File: config.mk
export PLATFORM = sky130hd
export DESIGN_NAME = scalar_kalman_sample_filter_unit
export DESIGN_NICKNAME = d
export VERILOG_FILES = /design/src/skf_pkg.sv /design/src/skf_sequencer.sv /design/src/scalar_kalman_sample_filter_unit.sv
export SDC_FILE = /design/constraint.sdc
export NUM_CORES = 2
export LEC_CHECK = 0
export BUFFER_PORTS_ARGS = -buffer_cell sky130_fd_sc_hd__buf_2
export CAP_MARGIN = 10
export CORE_ASPECT_RATIO = 1.1
export CORE_MARGIN = 10
export CORE_UTILIZATION = 45
export CTS_CLUSTER_SIZE = 20
export DETAILED_ROUTE_END_ITERATION = 10
export PLACE_DENSITY = 0.67
export SETUP_SLACK_MARGIN = 0.02
export SYNTH_ARGS = -nofsm -noshare
export SYNTH_HDL_FRONTEND = slang
export SYNTH_SLANG_ARGS = --single-unit
File: constraint.sdc
create_clock -name aclk -period 9.15 [get_ports aclk]
set_input_delay 1.3725 -clock aclk [delete_from_list [all_inputs] [get_ports aclk]]
set_output_delay 1.3725 -clock aclk [all_outputs]
set_load 0.02 [all_outputs]
File: src/skf_pkg.sv
// shared types for the scalar kalman sample filter: control word fields,
// microcode program, register indexes and fixed constants
// no dependencies
package skf_pkg;

    // configuration register indexes
    localparam int CFG_INDEX_BITS = 2;
    localparam logic [CFG_INDEX_BITS-1:0] REG_PROCESS_NOISE     = 2'd0;
    localparam logic [CFG_INDEX_BITS-1:0] REG_MEASUREMENT_NOISE = 2'd1;
    localparam logic [CFG_INDEX_BITS-1:0] REG_LEVEL_THRESHOLD   = 2'd2;

    // fixed register widths
    localparam int COV_BITS    = 32;
    localparam int THRESH_BITS = 12;
    localparam logic [THRESH_BITS-1:0] THRESH_RESET = 12'd4050;

    // multiplier operand chunk, two chunks cover any operand
    localparam int CHUNK_BITS = 20;

    // program counter
    localparam int PC_BITS = 4;

    // datapath operation of a step
    typedef enum logic [2:0] {
        OP_NOP,
        OP_PRED,
        OP_SETUP,
        OP_DIV,
        OP_EST,
        OP_COV,
        OP_OUT
    } seq_op_t;

    // shared multiplier operand select
    typedef enum logic [2:0] {
        MUL_NONE,
        MUL_K_DLO,
        MUL_K_DHI,
        MUL_NK_PLO,
        MUL_NK_PHI
    } mul_sel_t;

    // accumulator action
    typedef enum logic [1:0] {
        ACC_HOLD,
        ACC_LOAD,
        ACC_ADD_HI
    } acc_op_t;

    // sequencing of the program counter
    typedef enum logic [1:0] {
        JMP_NEXT,
        JMP_NEXT_LOAD,
        JMP_LOOP,
        JMP_END
    } jmp_t;

    typedef struct packed {
        seq_op_t  op;
        mul_sel_t mul;
        acc_op_t  acc;
        jmp_t     jmp;
    } ctl_t;

    typedef struct packed {
        logic start;
        logic out_free;
    } seq_status_t;

    localparam ctl_t CTL_IDLE = '{op: OP_NOP, mul: MUL_NONE, acc: ACC_HOLD, jmp: JMP_END};

    // microcode: predict, divide for the gain, update estimate, shrink covariance
    function automatic ctl_t skf_program(input logic [PC_BITS-1:0] pc);
        ctl_t w;
        w = CTL_IDLE;
        case (pc)
            4'd0:  w = '{op: OP_PRED,  mul: MUL_NONE,   acc: ACC_HOLD,   jmp: JMP_NEXT};
            4'd1:  w = '{op: OP_SETUP, mul: MUL_NONE,   acc: ACC_HOLD,   jmp: JMP_NEXT_LOAD};
            4'd2:  w = '{op: OP_DIV,   mul: MUL_NONE,   acc: ACC_HOLD,   jmp: JMP_LOOP};
            4'd3:  w = '{op: OP_NOP,   mul: MUL_K_DLO,  acc: ACC_HOLD,   jmp: JMP_NEXT};
            4'd4:  w = '{op: OP_NOP,   mul: MUL_K_DHI,  acc: ACC_LOAD,   jmp: JMP_NEXT};
            4'd5:  w = '{op: OP_NOP,   mul: MUL_NONE,   acc: ACC_ADD_HI, jmp: JMP_NEXT};
            4'd6:  w = '{op: OP_EST,   mul: MUL_NK_PLO, acc: ACC_HOLD,   jmp: JMP_NEXT};
            4'd7:  w = '{op: OP_NOP,   mul: MUL_NK_PHI, acc: ACC_LOAD,   jmp: JMP_NEXT};
            4'd8:  w = '{op: OP_NOP,   mul: MUL_NONE,   acc: ACC_ADD_HI, jmp: JMP_NEXT};
            4'd9:  w = '{op: OP_COV,   mul: MUL_NONE,   acc: ACC_HOLD,   jmp: JMP_NEXT};
            4'd10: w = '{op: OP_OUT,   mul: MUL_NONE,   acc: ACC_HOLD,   jmp: JMP_END};
            default: w = CTL_IDLE;
        endcase
        return w;
    endfunction

endpackage

File: src/skf_sequencer.sv
// microcode sequencer: program counter, loop counter and busy flag,
// reads control words from the program in skf_pkg
// depends on skf_pkg
module skf_sequencer #(
    parameter int LOOP_COUNT = 17
) (
    input  logic                aclk,
    input  logic                aresetn,
    input  skf_pkg::seq_status_t status,
    output logic                busy,
    output skf_pkg::ctl_t       ctl
);
    import skf_pkg::*;

    localparam int CNT_W = $clog2(LOOP_COUNT);

    logic               busy_reg, busy_next;
    logic [PC_BITS-1:0] pc_reg, pc_next;
    logic [CNT_W-1:0]   cnt_reg, cnt_next;

    // control word of the current step
    assign ctl  = busy_reg ? skf_program(pc_reg) : CTL_IDLE;
    assign busy = busy_reg;

    // next step selection
    always_comb begin
        busy_next = busy_reg;
        pc_next   = pc_reg;
        cnt_next  = cnt_reg;
        if (!busy_reg) begin
            if (status.start) begin
                busy_next = 1'b1;
                pc_next   = '0;
            end
        end else begin
            case (ctl.jmp)
                JMP_NEXT: begin
                    pc_next = pc_reg + 1'b1;
                end
                JMP_NEXT_LOAD: begin
                    pc_next  = pc_reg + 1'b1;
                    cnt_next = CNT_W'(LOOP_COUNT - 1);
                end
                JMP_LOOP: begin
                    if (cnt_reg != '0) begin
                        cnt_next = cnt_reg - 1'b1;
                    end else begin
                        pc_next = pc_reg + 1'b1;
                    end
                end
                JMP_END: begin
                    if (status.out_free) begin
                        busy_next = 1'b0;
                    end
                end
                default: begin
                    busy_next = 1'b0;
                end
            endcase
        end
    end

    // sequencer registers
    always_ff @(posedge aclk) begin
        if (!aresetn) begin
            busy_reg <= 1'b0;
            pc_reg   <= '0;
            cnt_reg  <= '0;
        end else begin
            busy_reg <= busy_next;
            pc_reg   <= pc_next;
            cnt_reg  <= cnt_next;
        end
    end

endmodule

File: src/scalar_kalman_sample_filter_unit.sv
// scalar kalman sample filter top level: configuration registers, filter
// datapath with serial divider and shared multiplier, output register
// depends on skf_pkg and skf_sequencer
//
// Usage:
//   Input stream (s_*): one sample per transfer in s_tdata. The block takes a
//   sample only while no other sample is in work; s_tready drops for the
//   length of one update.
//   Output stream (m_*): one result per sample: estimate integer part, the
//   fixed-point estimate and the gain in m_tdata, the level flag in m_tuser.
//   A new sample is accepted in the cycle after the result is loaded. The
//   restoring divider for the gain takes one quotient bit a cycle; the two
//   products run in turn on one shared multiplier, each in two chunks.
//   A result waits in the output register while the receiver stalls; the
//   next sample is still accepted and runs until its result is ready, then
//   holds there until the output register frees.
//   Configuration (cfg_*): writes take effect at once; the user must write
//   only while idle, the block does not enforce it. Reset: estimate 0,
//   covariance 0.8, q 0.01, r 1.0, threshold 4050, both streams empty.
module scalar_kalman_sample_filter_unit #(
    parameter int SAMPLE_BITS   = 12,
    parameter int FRACTION_BITS = 16
) (
    input  logic                                 aclk,
    input  logic                                 aresetn,
    // configuration write port
    input  logic                                 cfg_we,
    input  logic [skf_pkg::CFG_INDEX_BITS-1:0]   cfg_index,
    input  logic [skf_pkg::COV_BITS-1:0]         cfg_data,
    // input stream
    input  logic                                 s_tvalid,
    output logic                                 s_tready,
    input  logic [((SAMPLE_BITS+7)/8)*8-1:0]     s_tdata,   // sample
    // result stream
    output logic                                 m_tvalid,
    input  logic                                 m_tready,
    // estimate_whole, estimate_fixed, gain
    output logic [((2*SAMPLE_BITS+2*FRACTION_BITS+1+7)/8)*8-1:0] m_tdata,
    output logic [0:0]                           m_tuser    // sample_high
);
    import skf_pkg::*;

    localparam int S      = SAMPLE_BITS;
    localparam int F      = FRACTION_BITS;
    localparam int D      = S + F;
    localparam int OUT_W  = ((2*S + 2*F + 1 + 7) / 8) * 8;
    localparam int PAD_W  = 2 * CHUNK_BITS;
    localparam int PROD_W = F + 1 + CHUNK_BITS;
    localparam int ACC_W  = (S + 2*F + 1 > F + COV_BITS + 1) ? S + 2*F + 1
                                                            : F + COV_BITS + 1;
    localparam int THR_W  = (S < THRESH_BITS) ? S : THRESH_BITS;

    localparam longint ONE_L = longint'(1) << F;
    localparam logic [COV_BITS-1:0] Q_RESET = COV_BITS'((ONE_L + 50) / 100);
    localparam logic [COV_BITS-1:0] R_RESET = COV_BITS'(ONE_L);
    localparam logic [COV_BITS-1:0] P_RESET = COV_BITS'((8 * ONE_L + 5) / 10);
    localparam logic [F:0] GAIN_ONE = {1'b1, {F{1'b0}}};

    // sequencer
    ctl_t        ctl;
    seq_status_t status;
    logic        busy;
    logic        out_free;

    assign s_tready        = !busy;
    assign out_free        = !m_tvalid || m_tready;
    assign status.start    = s_tvalid && s_tready;
    assign status.out_free = out_free;

    skf_sequencer #(
        .LOOP_COUNT(F + 1)
    ) u_seq (
        .aclk    (aclk),
        .aresetn (aresetn),
        .status  (status),
        .busy    (busy),
        .ctl     (ctl)
    );

    // configuration registers
    logic [COV_BITS-1:0]    q_reg, r_reg;
    logic [THRESH_BITS-1:0] thr_reg;

    always_ff @(posedge aclk) begin
        if (!aresetn) begin
            q_reg   <= Q_RESET;
            r_reg   <= R_RESET;
            thr_reg <= THRESH_RESET;
        end else if (cfg_we) begin
            case (cfg_index)
                REG_PROCESS_NOISE:     q_reg   <= cfg_data;
                REG_MEASUREMENT_NOISE: r_reg   <= cfg_data;
                REG_LEVEL_THRESHOLD:   thr_reg <= cfg_data[THRESH_BITS-1:0];
                default: ;
            endcase
        end
    end

    // filter state and working registers
    logic [D-1:0]        x_reg;
    logic [COV_BITS-1:0] p_reg;
    logic [S-1:0]        sample_reg;
    logic [COV_BITS-1:0] p1_reg;
    logic [COV_BITS:0]   den_reg;
    logic [COV_BITS+1:0] rem_reg;
    logic [F:0]          k_reg;
    logic [D-1:0]        diff_reg;
    logic                neg_reg;
    logic [PROD_W-1:0]   prod_reg;
    logic [ACC_W-1:0]    acc_reg;
    logic                m_tvalid_reg;
    logic [OUT_W-1:0]    m_tdata_reg;
    logic                m_tuser_reg;

    // prediction with saturation
    logic [COV_BITS:0]   pred_sum;
    logic [COV_BITS-1:0] pred_sat;

    assign pred_sum = {1'b0, p_reg} + {1'b0, q_reg};
    assign pred_sat = pred_sum[COV_BITS] ? '1 : pred_sum[COV_BITS-1:0];

    // measurement in estimate format and signed distance
    logic [D-1:0] z_val;
    logic         z_below;

    assign z_val   = {sample_reg, {F{1'b0}}};
    assign z_below = z_val < x_reg;

    // one restoring divide step
    logic                div_ge;
    logic [COV_BITS+1:0] div_sub;

    assign div_ge  = (rem_reg >= {1'b0, den_reg}) && (den_reg != '0);
    assign div_sub = div_ge ? rem_reg - {1'b0, den_reg} : rem_reg;

    // shared multiplier operands
    logic [PAD_W-1:0]      diff_pad, cov_pad;
    logic [F:0]            mul_a;
    logic [CHUNK_BITS-1:0] mul_b;

    assign diff_pad = PAD_W'(diff_reg);
    assign cov_pad  = PAD_W'(p1_reg);

    always_comb begin
        mul_a = k_reg;
        mul_b = '0;
        case (ctl.mul)
            MUL_K_DLO:  mul_b = diff_pad[CHUNK_BITS-1:0];
            MUL_K_DHI:  mul_b = diff_pad[PAD_W-1:CHUNK_BITS];
            MUL_NK_PLO: begin
                mul_a = GAIN_ONE - k_reg;
                mul_b = cov_pad[CHUNK_BITS-1:0];
            end
            MUL_NK_PHI: begin
                mul_a = GAIN_ONE - k_reg;
                mul_b = cov_pad[PAD_W-1:CHUNK_BITS];
            end
            default: mul_b = '0;
        endcase
    end

    // estimate step from the accumulated product
    logic [D-1:0] est_step;
    assign est_step = acc_reg[F +: D];

    // threshold limited to the sample width
    logic [S-1:0] thr_eff;
    assign thr_eff = S'(thr_reg[THR_W-1:0]);

    // datapath registers
    always_ff @(posedge aclk) begin
        if (!aresetn) begin
            x_reg <= '0;
            p_reg <= P_RESET;
        end else begin
            case (ctl.op)
                OP_EST:  x_reg <= neg_reg ? x_reg - est_step : x_reg + est_step;
                OP_COV:  p_reg <= acc_reg[F +: COV_BITS];
                default: ;
            endcase
        end
    end

    // working registers, no reset needed
    always_ff @(posedge aclk) begin
        if (status.start) begin
            sample_reg <= s_tdata[S-1:0];
        end
        case (ctl.op)
            OP_PRED: begin
                p1_reg <= pred_sat;
            end
            OP_SETUP: begin
                den_reg  <= {1'b0, p1_reg} + {1'b0, r_reg};
                rem_reg  <= {2'b00, p1_reg};
                k_reg    <= '0;
                neg_reg  <= z_below;
                diff_reg <= z_below ? x_reg - z_val : z_val - x_reg;
            end
            OP_DIV: begin
                rem_reg <= {div_sub[COV_BITS:0], 1'b0};
                k_reg   <= {k_reg[F-1:0], div_ge};
            end
            default: ;
        endcase
        if (ctl.mul != MUL_NONE) begin
            prod_reg <= mul_a * mul_b;
        end
        case (ctl.acc)
            ACC_LOAD:   acc_reg <= ACC_W'(prod_reg);
            ACC_ADD_HI: acc_reg <= acc_reg + (ACC_W'(prod_reg) << CHUNK_BITS);
            default: ;
        endcase
    end

    // output register
    always_ff @(posedge aclk) begin
        if (!aresetn) begin
            m_tvalid_reg <= 1'b0;
        end else if (ctl.op == OP_OUT && out_free) begin
            m_tvalid_reg <= 1'b1;
        end else if (m_tready) begin
            m_tvalid_reg <= 1'b0;
        end
    end

    always_ff @(posedge aclk) begin
        if (ctl.op == OP_OUT && out_free) begin
            m_tdata_reg <= OUT_W'({k_reg, x_reg, x_reg[D-1:F]});
            m_tuser_reg <= sample_reg >= thr_eff;
        end
    end

    assign m_tvalid   = m_tvalid_reg;
    assign m_tdata    = m_tdata_reg;
    assign m_tuser[0] = m_tuser_reg;

endmodule
==> impl_metrics.py <==
metrics = {
    "route": {
        "ant_nets": 0,
        "drtIter0Drc": 2064,
        "num_vias": 28100,
        "drc": 0,
        "wl_per_cell_um": 19.4,
        "vias_per_cell": 5.47,
        "drtPass1Iterations": 7,
        "drt-total-wl_um": 100000,
    },
    "sta": {
        "skew_ns": 0.0583,
        "max_freq_mhz": 115,
        "setup_viol": 0,
        "relSlewSlack": 0.221,
        "finalMaxSlewViolations": 0,
        "holdWs_ns": 0.450,
        "fin_crit_sh": 0.953,
        "tightest_slew_ns": 1.17,
        "hold_viol_final": 0,
        "rsz0062_at_grt": "true",
        "fin_ws_ns": 0.428,
        "fin_crit_ns": 8.72,
    },
    "worst_setup_path": {
        "regToRegSetupSlack_ns": 0.43,
        "cp_common_cell": "fa_1",
        "slowest_stage": "or4b_1",
        "critPathLaunchType": "flop",
        "startpoint": "k_reg[0]",
        "criticalPathCategory": "reg2reg",
        "end_kind": "flop",
        "reg2reg_from": "k_reg[0]",
        "max_stage_delay_ns": 0.61,
        "worstPathArrival_ns": 9.03,
        "cp_max_fo": 8,
        "worstPathRequired_ns": 9.46,
    },
    "power": {
        "combPwrFrac": 0.089,
        "p_clk_frac": 0.430,
        "p_seq_frac": 0.482,
        "total_power_uw": 4450,
        "internal_power_uw": 3340,
        "leakagePower_uw": 0.0182,
        "ir_drop_uv": 172,
        "switching_share": 0.250,
        "powerDensity_nw_per_um2": 112,
        "p_sw_uw": 1110,
    },
    "final_layout": {
        "fin_cells": 5145,
        "fin_nets": 4689,
        "drive_gt1_frac": 0.0775,
        "area_delta_synth_final_pct": 9.02,
        "largest_register_ffs": 45,
    },
    "logic_synthesis": {
        "async_flop_share": 0,
        "synthXorXnorAreaFrac": 0.0570,
        "synthMuxAreaShare": 0.0148,
        "synth_compound_area_frac": 0.140,
        "avgSynthCellArea_um2": 9.19,
        "yosys.area_share.simple": 0.156,
        "synth_flop_cell": "edfxtp_1",
        "yosys_warnings": 0,
        "synth_edf_count": 272,
        "syn-cell-area_um2": 36600,
        "synth-seq-cells": 429,
        "yosys.area_share.adder": 0.256,
        "synth_cells": 3980,
        "ys_types": 94,
        "synth_top_family_by_area": "adder cells",
        "synth_seq_area_share": 0.309,
    },
    "placement": {
        "gp_congestion": 0.925,
        "dpl.cell_count": 5058,
        "dp_hpwl_um": 79400,
        "place_ws_ns": 0.428,
        "io_buffers": 110,
    },
    "die": {
        "rows": 109,
        "core-area_um2": 80500,
        "initial_core_util": 0.455,
        "io_pins": 122,
        "die_w_um": 292,
        "die_area_um2": 93100,
        "dieHeight_um": 319,
    },
    "clocking": {
        "cts_buffer_depth": 3,
        "cts_root_buf": "clkbuf_16",
        "clkSinkCount": 429,
        "clk_pin_slew_ns": 0.06,
        "cts_tree": "done",
        "clk_latency_ns": 0.62,
        "hold_buffers": 0,
        "htreeDepth": 2,
        "cts_buffers": 46,
    },
    "global_route": {
        "grt_max_degree": 77,
        "antenna_found_initial": 0,
        "grt_usage": 0.213,
        "grt_pass1_wl_um": 157000,
        "grt_pass1_vias": 27700,
        "grt-ovfl-total": 0,
    },
    "min_path": {
        "min_from": "x_reg[27]",
        "hold_class": "reg2reg",
    },
    "flow_run": {
        "maxCapViolations": 0,
    },
    "run_status": {
        "status": "completed",
    },
}
kinds of logic (layout without fill, tap and decap cells):
logic type | after synthesis | after routing
xor gates and xnor gates | 238 | 238
muxes | 52 | 52
adders and majority gates | 582 | 582
AOI/OAI and AO/OA | 766 | 766
buffers and inverters | 627 | 731
and+or+nand+nor | 1285 | 1285
DFF | 429 | 429
other | 1 | 8
through the flow:
stage               cell area (µm²)  utilization  setup TNS, ns
floorplan                     36600            -              0
global placement              38300        0.476              0
detailed placement            38300        0.476              0
CTS                           39900        0.495              0
global route                  39900        0.496        -0.0104
finish                        39900        0.496              0
repair_timing:
action | 4_1_cts | 5_1_grt
resized for setup | 0 | 2
buffers inserted | 0 | 0
setup endpoints to repair | 0 | 2
layout by cell type (no fill, tap or decap), drive strengths merged, types with 157 or more instances in the layout:
master,n
edfxtp,272
fa,275
buf,178
a21oi,175
nand2,668
inv,469
nor2,256
o21ai,168
dfxtp,157
ha,307
xnor2,166
worst max-delay path: cells and delay by family (launching register included):
kind | cells | cell delay, ns
buffers and inverters | 4 | 0.58
AND/OR/NAND/NOR | 4 | 1.39
AO/OA/AOI/OAI | 10 | 1.88
XOR/XNOR | 2 | 0.42
adder cells (fa/ha/maj) | 8 | 3.75
flip-flops | 1 | 0.38
cell type report:
cell class	count	area, µm²
Clock inverter	22	204
Multi-Input combinational cell	2930	22900
Timing Repair Buffer	178	1060
Inverter	467	1750
Tap cell	1054	1320
Fill cell	7561	40600
Antenna cell	1	2.50
Clock buffer	64	1330
Sequential cell	429	11300
path summary, 6_finish.rpt:
| path | end | depth (start not counted) |
|---|---|---|
| hold / removal | m_tdata[39] | 0 |
| setup reg to reg | prod_reg[36] | 28 |
| setup / recovery | prod_reg[36] | 28 |
| hold reg to reg | m_tdata[39] | 0 |
cell usage after synthesis, types with 7 or more instances:
library cell | instances | area share
a211oi_1 | 12 | 0.0025
a21boi_0 | 102 | 0.021
a21o_1 | 99 | 0.020
a21oi_1 | 175 | 0.024
a222oi_1 | 8 | 0.0022
a22o_1 | 9 | 0.0022
a22oi_1 | 11 | 0.0023
a31oi_1 | 20 | 0.0034
a41oi_1 | 8 | 0.0019
and2_1 | 83 | 0.014
and3_1 | 9 | 0.0015
buf_4 | 21 | 0.0043
clkbuf_1 | 126 | 0.013
dfxtp_1 | 157 | 0.086
edfxtp_1 | 272 | 0.22
fa_1 | 275 | 0.15
ha_1 | 307 | 0.11
inv_1 | 465 | 0.048
mux2_2 | 18 | 0.0055
mux2i_1 | 34 | 0.0093
nand2_1 | 668 | 0.069
nand2b_1 | 32 | 0.0055
nand3_1 | 64 | 0.0088
nand4_1 | 23 | 0.0039
nor2_1 | 256 | 0.026
nor2b_1 | 40 | 0.0068
nor3_1 | 35 | 0.0048
nor4_1 | 22 | 0.0038
o211ai_1 | 18 | 0.0037
o21a_1 | 22 | 0.0045
o21ai_0 | 124 | 0.017
o21ai_1 | 44 | 0.0060
o21bai_1 | 24 | 0.0049
o31a_1 | 7 | 0.0017
o31ai_1 | 14 | 0.0029
o41ai_1 | 8 | 0.0019
or2_2 | 10 | 0.0017
or3_1 | 8 | 0.0014
xnor2_1 | 166 | 0.040
xor2_1 | 72 | 0.017
power groups by stage:
stage	registers, µW	clock network (µW)	logic, µW
after global placement	2180	0	384
final	2140	1910	395
after detailed placement	2180	0	389
after global routing	2140	2020	441
after CTS	2140	1950	392
after floorplan	2160	0	290
layer usage:
layer  wire, µm  track usage
met5          0            0
met4       3810       0.0769
met3       5540       0.0301
met2      46500        0.351
met1      44200        0.281
(Power assumes the default switching activity.)
